**config.mk**
```make
export PLATFORM = sky130hd
export DESIGN_NAME = handle_table_swap_remove_top
export DESIGN_NICKNAME = d
export VERILOG_FILES = /design/src/design/htsr_pkg.sv /design/src/design/handle_table_swap_remove_top.sv /design/src/design/htsr_cell.sv
export SDC_FILE = /design/constraint.sdc
export NUM_CORES = 2
export LEC_CHECK = 0
export BUFFER_PORTS_ARGS = -buffer_cell sky130_fd_sc_hd__buf_2
export CORE_UTILIZATION = 25
export CTS_CLUSTER_SIZE = 12
export DETAILED_ROUTE_END_ITERATION = 8
export PLACE_DENSITY = 0.49
export SYNTH_ARGS = -nofsm -noshare
export SYNTH_HDL_FRONTEND = slang
export SYNTH_SLANG_ARGS = --single-unit
```
**constraint.sdc**
```tcl
create_clock -name aclk -period 5.35 [get_ports aclk]
set_clock_uncertainty 0.15 [all_clocks]
set_input_delay 0 -clock aclk [delete_from_list [all_inputs] [get_ports aclk]]
set_output_delay 0 -clock aclk [all_outputs]
set_load 0.01 [all_outputs]
```
**src/design/htsr_pkg.sv**
```systemverilog
// Shared types and constants for the handle table with swap-remove delete.
// No dependencies; used by htsr_cell and handle_table_swap_remove_top.
package htsr_pkg;

    localparam int CAPACITY    = 16;
    localparam int HANDLE_BITS = 48;
    localparam int HANDLE_IN_W = 48;
    localparam int SLOT_W      = 4;
    localparam int COUNT_W_OUT = 5;
    localparam int IDX_W       = (CAPACITY > 1) ? $clog2(CAPACITY) : 1;
    localparam int CNT_W       = $clog2(CAPACITY + 1);

    localparam logic [1:0] REQ_ADD    = 2'd0;
    localparam logic [1:0] REQ_FIND   = 2'd1;
    localparam logic [1:0] REQ_DELETE = 2'd2;

    typedef enum logic [1:0] {
        ST_IDLE,
        ST_WALK,
        ST_FIN
    } state_t;

    // search token handed from cell to cell
    typedef struct packed {
        logic                   active;
        logic                   del;
        logic [HANDLE_BITS-1:0] handle;
        logic                   hit;
        logic [IDX_W-1:0]       slot;
        logic [HANDLE_BITS-1:0] last;
    } token_t;

    // entry write broadcast to all cells
    typedef struct packed {
        logic                   en;
        logic [IDX_W-1:0]       slot;
        logic [HANDLE_BITS-1:0] data;
    } wr_t;

    // finished request waiting to commit
    typedef struct packed {
        logic                   found;
        logic [IDX_W-1:0]       slot;
        logic [CNT_W-1:0]       cnt;
        logic                   full;
        wr_t                    wr;
    } result_t;

endpackage

```
**src/design/handle_table_swap_remove_top.sv**
```systemverilog
// Top level of the handle table: request FSM, result staging and the cell row.
// Depends on htsr_pkg and htsr_cell.
//
// Unordered table of up to CAPACITY (16) handles with add, find and
// swap-remove delete; every request returns one word. An add (or the unused
// request code) is staged at accept and commits in the finish state. A find or
// delete sends a search token down the row of CAPACITY cells, one cell per
// cycle; the lowest matching slot wins, and a delete moves the last entry
// into that slot. Requests are taken one at a time; a finished word waits
// in the output register while the next request is accepted.
module handle_table_swap_remove_top (
    input  logic        aclk,
    input  logic        aresetn,
    input  logic        s_tvalid,
    output logic        s_tready,
    input  logic [47:0] s_tdata,   // [47:0] handle
    input  logic [1:0]  s_tuser,   // [1:0] req_type
    output logic        m_tvalid,
    input  logic        m_tready,
    output logic [15:0] m_tdata,   // [3:0] slot, [8:4] entry_count, [15:9] zero
    output logic [1:0]  m_tuser    // [0] found, [1] table_full
);

    localparam int CAP = htsr_pkg::CAPACITY;

    htsr_pkg::state_t                state_reg, state_next;
    logic [htsr_pkg::CNT_W-1:0]      count_reg;
    htsr_pkg::result_t               fin_reg, fin_next;
    logic                            fin_load;
    logic                            m_valid_reg;
    htsr_pkg::result_t               m_res_reg;
    htsr_pkg::token_t                tok [0:CAP];
    htsr_pkg::wr_t                   wr;
    logic                            accept;
    logic                            out_free;
    logic                            commit;
    logic                            is_search;
    logic [htsr_pkg::HANDLE_BITS-1:0] req_handle;
    htsr_pkg::token_t                tok_end;

    assign accept     = s_tvalid && s_tready;
    assign out_free   = !m_valid_reg || m_tready;
    assign is_search  = (s_tuser == htsr_pkg::REQ_FIND) || (s_tuser == htsr_pkg::REQ_DELETE);
    assign req_handle = htsr_pkg::HANDLE_BITS'(s_tdata[htsr_pkg::HANDLE_IN_W-1:0]);
    assign tok_end    = tok[CAP];

    // next state
    always_comb begin
        state_next = state_reg;
        case (state_reg)
            htsr_pkg::ST_IDLE: begin
                if (accept) begin
                    state_next = is_search ? htsr_pkg::ST_WALK : htsr_pkg::ST_FIN;
                end
            end
            htsr_pkg::ST_WALK: begin
                if (tok_end.active) begin
                    state_next = htsr_pkg::ST_FIN;
                end
            end
            htsr_pkg::ST_FIN: begin
                if (out_free) begin
                    state_next = htsr_pkg::ST_IDLE;
                end
            end
            default: state_next = htsr_pkg::ST_IDLE;
        endcase
    end

    // outputs of the FSM
    always_comb begin
        s_tready = 1'b0;
        commit   = 1'b0;
        fin_load = 1'b0;
        case (state_reg)
            htsr_pkg::ST_IDLE: begin
                s_tready = 1'b1;
                fin_load = accept && !is_search;
            end
            htsr_pkg::ST_WALK: fin_load = tok_end.active;
            htsr_pkg::ST_FIN:  commit   = out_free;
            default: ;
        endcase
    end

    // token injected into the first cell
    always_comb begin
        tok[0]        = '0;
        tok[0].active = accept && is_search;
        tok[0].del    = s_tuser == htsr_pkg::REQ_DELETE;
        tok[0].handle = req_handle;
    end

    // staged result for add / no-op at accept, or for search at walk end
    always_comb begin
        fin_next     = '0;
        fin_next.cnt = count_reg;
        if (state_reg == htsr_pkg::ST_IDLE) begin
            if (s_tuser == htsr_pkg::REQ_ADD) begin
                if (count_reg >= htsr_pkg::CNT_W'(CAP)) begin
                    fin_next.full = 1'b1;
                end else begin
                    fin_next.found   = 1'b1;
                    fin_next.slot    = count_reg[htsr_pkg::IDX_W-1:0];
                    fin_next.cnt     = count_reg + htsr_pkg::CNT_W'(1);
                    fin_next.wr.en   = 1'b1;
                    fin_next.wr.slot = count_reg[htsr_pkg::IDX_W-1:0];
                    fin_next.wr.data = req_handle;
                end
            end
        end else if (tok_end.hit) begin
            fin_next.found = 1'b1;
            fin_next.slot  = tok_end.slot;
            if (tok_end.del) begin
                fin_next.cnt     = count_reg - htsr_pkg::CNT_W'(1);
                fin_next.wr.en   = 1'b1;
                fin_next.wr.slot = tok_end.slot;
                fin_next.wr.data = tok_end.last;
            end
        end
    end

    always_comb begin
        wr    = fin_reg.wr;
        wr.en = commit && fin_reg.wr.en;
    end

    always_ff @(posedge aclk) begin
        if (!aresetn) begin
            state_reg   <= htsr_pkg::ST_IDLE;
            count_reg   <= '0;
            m_valid_reg <= 1'b0;
        end else begin
            state_reg <= state_next;
            if (commit) begin
                count_reg   <= fin_reg.cnt;
                m_valid_reg <= 1'b1;
            end else if (m_tready) begin
                m_valid_reg <= 1'b0;
            end
        end
    end

    always_ff @(posedge aclk) begin
        if (fin_load) begin
            fin_reg <= fin_next;
        end
        if (commit) begin
            m_res_reg <= fin_reg;
        end
    end

    genvar i;
    generate
        for (i = 0; i < CAP; i++) begin : g_cell
            htsr_cell u_cell (
                .aclk     (aclk),
                .aresetn  (aresetn),
                .cell_idx (htsr_pkg::IDX_W'(i)),
                .count    (count_reg),
                .wr       (wr),
                .tok_in   (tok[i]),
                .tok_out  (tok[i+1])
            );
        end
    endgenerate

    assign m_tvalid = m_valid_reg;
    assign m_tdata  = {7'd0,
                       htsr_pkg::COUNT_W_OUT'(m_res_reg.cnt),
                       htsr_pkg::SLOT_W'(m_res_reg.slot)};
    assign m_tuser  = {m_res_reg.full, m_res_reg.found};

    a_count_bound: assert property (@(posedge aclk) disable iff (!aresetn)
        count_reg <= htsr_pkg::CNT_W'(CAP))
        else $error("entry count above capacity");

    a_token_walk: assert property (@(posedge aclk) disable iff (!aresetn)
        tok_end.active |-> state_reg == htsr_pkg::ST_WALK)
        else $error("search token out of walk state");

    a_commit_count: assert property (@(posedge aclk) disable iff (!aresetn)
        commit |=> count_reg == $past(fin_reg.cnt))
        else $error("count not updated on commit");

    a_flags_excl: assert property (@(posedge aclk) disable iff (!aresetn)
        m_valid_reg |-> !(m_res_reg.found && m_res_reg.full))
        else $error("found and table_full both set");

endmodule

```
**src/design/htsr_cell.sv**
```systemverilog
// One table cell: holds a single entry, compares it against the passing
// search token and hands the token on. Depends on htsr_pkg.
module htsr_cell (
    input  logic                            aclk,
    input  logic                            aresetn,
    input  logic [htsr_pkg::IDX_W-1:0]      cell_idx,
    input  logic [htsr_pkg::CNT_W-1:0]      count,
    input  htsr_pkg::wr_t                   wr,
    input  htsr_pkg::token_t                tok_in,
    output htsr_pkg::token_t                tok_out
);

    logic [htsr_pkg::HANDLE_BITS-1:0] entry_reg;
    htsr_pkg::token_t                 tok_reg;
    htsr_pkg::token_t                 tok_next;
    logic                             in_use;
    logic                             is_last;

    always_comb begin
        in_use   = htsr_pkg::CNT_W'(cell_idx) < count;
        is_last  = (htsr_pkg::CNT_W'(cell_idx) + htsr_pkg::CNT_W'(1)) == count;
        tok_next = tok_in;
        if (tok_in.active && in_use && !tok_in.hit && entry_reg == tok_in.handle) begin
            tok_next.hit  = 1'b1;
            tok_next.slot = cell_idx;
        end
        if (tok_in.active && is_last) begin
            tok_next.last = entry_reg;
        end
    end

    always_ff @(posedge aclk) begin
        if (!aresetn) begin
            tok_reg <= '0;
        end else begin
            tok_reg <= tok_next;
        end
    end

    always_ff @(posedge aclk) begin
        if (wr.en && wr.slot == cell_idx) begin
            entry_reg <= wr.data;
        end
    end

    assign tok_out = tok_reg;

endmodule

```
Word-level counts from Yosys, hierarchy flattened
Index checks and enable logic that the tools add are counted.

cells by class
  $add $sub $neg = 2
  $mul = 0
  div/mod/pow operators = 0
  $lt $le $gt $ge = 17
  equal/unequal tests = 54
  shift-type cells = 0
  mux-type cells = 51
  bitwise operators = 1
  reductions and logical operators = 123

operators by type and width
  kind                   count
  $eq A48 B48 Y1         16
  $mux W48               15
  $mux W53               4
  $mux W5                17
  $logic_and A1 B1 Y1    83
  $mux W64               1
  $eq A4 B5 Y1 const A   8
  $lt A4 B5 Y1 const A   8
  $eq A4 B4 Y1 const B   8
  $mux W10               3
  $reduce_or A2 Y1       14
  $eq A3 B5 Y1 const A   4
  $lt A3 B5 Y1 const A   4
  $logic_not A1 Y1       17
  $eq A4 B3 Y1 const B   4
  $eq A2 B5 Y1 const A   2
  $lt A1 B5 Y1 const A   2
  $lt A2 B5 Y1 const A   2
  $eq A4 B2 Y1 const B   2
  $mux W2                4
  $pmux W2 S3            1
  $add A5 B1 Y5 const B  1
  $eq A1 B5 Y1 const A   1
  $eq A5 B5 Y1 const A   1
  16 further kinds       26

storage, ports and cells
  register bits = 2451
  latch bits = 0
  bits in writable memories = 0
  bits in read-only memories = 0
  bits of input ports = 54
  output and inout port bits = 20
  memories kept = 0

Depth between registers and ports, before layout
  word-level depth = 7
  mapped depth = 9

Modules after synthesis
A second synthesis with hierarchy kept.

unflattened totals
  cells, all modules = 8099
  area, all modules = 95703.0 um2

modules (own cells, without submodules)
  module                              instances  cells each  area an instance (um2)  sequential area each (um2)
  htsr_cell at g_cell[12].u_cell ...  13         508         5811.8                  3503.4
  htsr_cell at g_cell[0].u_cell ...   3          424         5554.1                  3503.4
  handle_table_swap_remove_top        1          223         3487.1                  2412.3

Worst setup path before layout
No wires, ideal clock.

  path kind = reg-to-reg
  from = register state_reg[0]
  to = register g_cell[0].u_cell.entry_reg[0] in the netlist's numbering, enable pin
  setup time = 0.513 ns
  arrival = 4.678 ns
  slack = 0.009 ns
  stages on the path, launching flop included = 7
  clock period less this slack = 5.341 ns
  cell sequence = dfxtp_1 nand2b_1 nor2b_1 buf_2 nand2_1 or3_1 nor3_1

on the way
  longest elaborated chain between the ends = 4

ends and longest elaborated chain
  element                 line                                 RTL
  from (decl)             handle_table_swap_remove_top.sv:26   htsr_pkg::state_t state_reg, state_next;
  from (signal assigned)  handle_table_swap_remove_top.sv:130  state_reg <= htsr_pkg::ST_IDLE;
  from (signal assigned)  handle_table_swap_remove_top.sv:134  state_reg <= state_next;
  $eq A2 B2 Y1            handle_table_swap_remove_top.sv:75   case (state_reg)
  $mux W1                 handle_table_swap_remove_top.sv:75
  via commit              handle_table_swap_remove_top.sv:36   logic commit;
  $logic_and A1 B1 Y1     handle_table_swap_remove_top.sv:125  wr.en = commit && fin_reg.wr.en;
  $logic_and A1 B1 Y1     htsr_cell.sv:41                      if (wr.en && wr.slot == cell_idx) begin
  to (signal assigned)    htsr_cell.sv:42                      entry_reg <= wr.data;
  to (decl)               htsr_cell.sv:13                      logic [htsr_pkg::HANDLE_BITS-1:0] entry_reg;

The timed path passes the listed nets, and every way through them passes these cells.
A chain may end at the register's enable or synchronous reset.

Worst setup path after layout
  from = register state_reg[1]
  to = register g_cell[10].u_cell.entry_reg[9] in the netlist's numbering, enable pin

on the way
  longest elaborated chain between the ends = 4

ends and longest elaborated chain
  element               line
  $eq A2 B2 Y1          handle_table_swap_remove_top.sv:75
  $mux W1               handle_table_swap_remove_top.sv:75
  $logic_and A1 B1 Y1   handle_table_swap_remove_top.sv:125
  $logic_and A1 B1 Y1   htsr_cell.sv:41
  to (signal assigned)  htsr_cell.sv:42
  to (decl)             htsr_cell.sv:13

Every way passes these cells.

==> metrics.txt <==
outcome completed; drt total wl 339000 µm; Sink Count 2436; total CTS buffers approximately 280; largest net degree at the start of global routing ~200; Synth Warn # 0; total core area roughly 330000 µm²; setup ws final ~1600 ps; fin area a little under 100000 µm²; Crit. End Element flip-flop; vias in the first global route approximately 55000; GP Congestion 0.918; most frequent cells in the layout dfxtp_1 (1593), nand2_1 (1504), edfxtp_1 (843); Syn Area/Cell between 10 and 15 µm²; gr ovfl total 0; first-pass GRT wire length around 460000 µm; Critical Path RT ~5800 ps; pre-CTS setup slack about 1700 ps; Top FF cell, synth dfxtp_1; max FFs per register roughly 1600; CTS tree built; root buf cell clkbuf_16; HP Class in -> reg; worst-margin pin slew between 1000 and 1500 ps; DP Area between 80000 and 90000 µm²; RSZ-0062 raised after global routing no; Ports 74; worst-skew pair later-pin latency 940 ps; Syn Std Cell Area 83900 µm²; worst path arrival time between 4000 and 5000 ps; fraction of layout cells with a size suffix above 1 under 10%; Crit Path Category reg -> reg; Yosys cell types 63; Die Y slightly below 600 µm; number of port buffers 66; register area share after synthesis 68.2%; final net count ~7600; relative slew slack ~7.4%; max incr delay on CP ~960 ps; # DRC 0; slowest cell on the critical path nor2_4; max-cap violations 0; Critical Path, Cell by Cell nand2b_1 -> nor2b_2 -> nand4b_1 -> nor2_4 -> buf_4; Post-synth EDFFs between 800 and 900; minimum clock period between 3000 and 4000 ps; Power Density 387 nW/µm²; Static Leak roughly 33 nW; P&R area growth vs syn 18.4%; #FFs+latches synth about 2400; Max Freq ~270 MHz; Final Cycle Share a little over two thirds; Die W 581 µm; Setup violations, final 0; maximum fanout along the worst path 32; drt first-iter violations about 6600; drt wl/cell about 28 µm; Total Neg Setup Slack 0 ps; worst-case clock buffer depth 4; GRT Util Overall about a fifth; Syn Inst Count 7296; starting density of the core between 20% and 30%; via count approximately 56000; Final ANT Viol Nets 0; die area approximately 340000 µm²; H-tree depth 5; most common cell after layout, fill and taps aside dfxtp_1; drt via density 4.63; Pre-antenna DRT Iters 6; asr flop ratio synth 0%; final hold violation count 0; Reg clk slew, reported paths ~60 ps; post-DP HPWL 240000 µm; Setup crit start kind flip-flop; Rows roughly 210; antenna violations before repair 48; Final Max Tran Viols 0; Peak VDD IR a little under 300 µV
## routing by layer
layer	vias up	part of all wire, %	track usage (%)
met3	500	8.1	4.24
met5	-	0.0038	0
met4	2	3.2	6.34
met1	28300	44	26.8
met2	2560	45	30.2
li1	24900	-	-
## worst max-delay path: cells and delay by family, from the launching register on
kind / cells / cell delay, ps
buffers and inverters: 1 / 400
DFF: 1 / 490
and+or+nand+nor: 4 / 2290
## cell type report
cell class              instances  area, µm²
repair buffers                322       2660
clock inverters                50        339
multi-input cells            4438      25200
inverters                      72        278
flip-flops and latches       2436      57200
diodes                         17       42.5
clock buffers                 428       8130
fillers                     34200     234000
well taps                    4387       5490
## cells by family (layout without fill, tap and decap cells)
family / count (synthesis) / in the layout / share of synthesized area [%]
flip-flops: 2436 / 2436 / 68.2
buffers and inverters: 428 / 872 / 2.06
XOR/XNOR: 668 / 668 / 6.97
other: 1 / 24 / 0.00447
AND/OR/NAND/NOR: 2847 / 2847 / 16.6
multiplexers: 7 / 7 / 0.0850
AO/OA/AOI/OAI: 901 / 901 / 6.01
adder cells (fa/ha/maj): 8 / 8 / 0.119
## repair_timing
action | 4_1_cts | 5_1_grt
setup endpoints to repair | 0 | 0
gates resized for setup | 0 | 0
hold buffers | 126 | 0
endpoints found under the hold margin | 675 | 0
buffers inserted | 0 | 0
## power breakdown
group	switching [mW]	total, mW	internal, mW
clock	7.49	18.1	10.6
sequential	0.206	19.4	19.2
combinational	0.688	0.920	0.232
total	8.38	38.4	30.0
## synth_stat cells, types with 11 or more instances
master	number	share of area [%]
and4_1	11	0.11
nand2_1	1504	6.7
edfxtp_1	843	30
nand4_1	156	1.2
o21ai_0	15	0.089
a2111oi_0	12	0.13
buf_1	19	0.085
nand2b_1	84	0.63
nor2b_1	52	0.39
nor3_1	22	0.13
a21oi_1	733	4.4
dfxtp_1	1593	38
a22o_1	58	0.61
o21a_1	15	0.13
xor2_1	243	2.5
clkbuf_1	271	1.2
nor2_1	81	0.36
nand3_1	26	0.16
inv_1	71	0.32
o2111ai_1	13	0.14
nor4_1	97	0.72
buf_2	54	0.32
o22ai_1	11	0.082
and3_1	14	0.10
and2_1	762	5.7
xnor2_1	425	4.4
## final timing paths
kind	end	startpoint	cells after the start	slack, ps
worst max-delay path	g_cell[10].u_cell.entry_reg[9]	state_reg[1]	5	1600
worst min-delay path	fin_reg[61]	s_tvalid	4	260
worst max register to register	g_cell[10].u_cell.entry_reg[9]	state_reg[1]	5	1600
worst min register to register	g_cell[1].u_cell.tok_out[34]	g_cell[0].u_cell.tok_out[34]	2	270
## through the flow
stage | power (mW) | util, % | cells | hold slack, ps
2_1_floorplan | 20.0 | - | 7302 | -28.3
4_1_cts | 38.6 | 29.7 | 12100 | 183
5_1_grt | 39.4 | 29.8 | 12100 | 254
3_5_place_dp | 20.7 | 26.8 | 11500 | 126
3_3_place_gp | 20.6 | 26.8 | 11500 | 111
6_report | 38.4 | 29.8 | 12200 | 262
(Power assumes the default switching activity.)
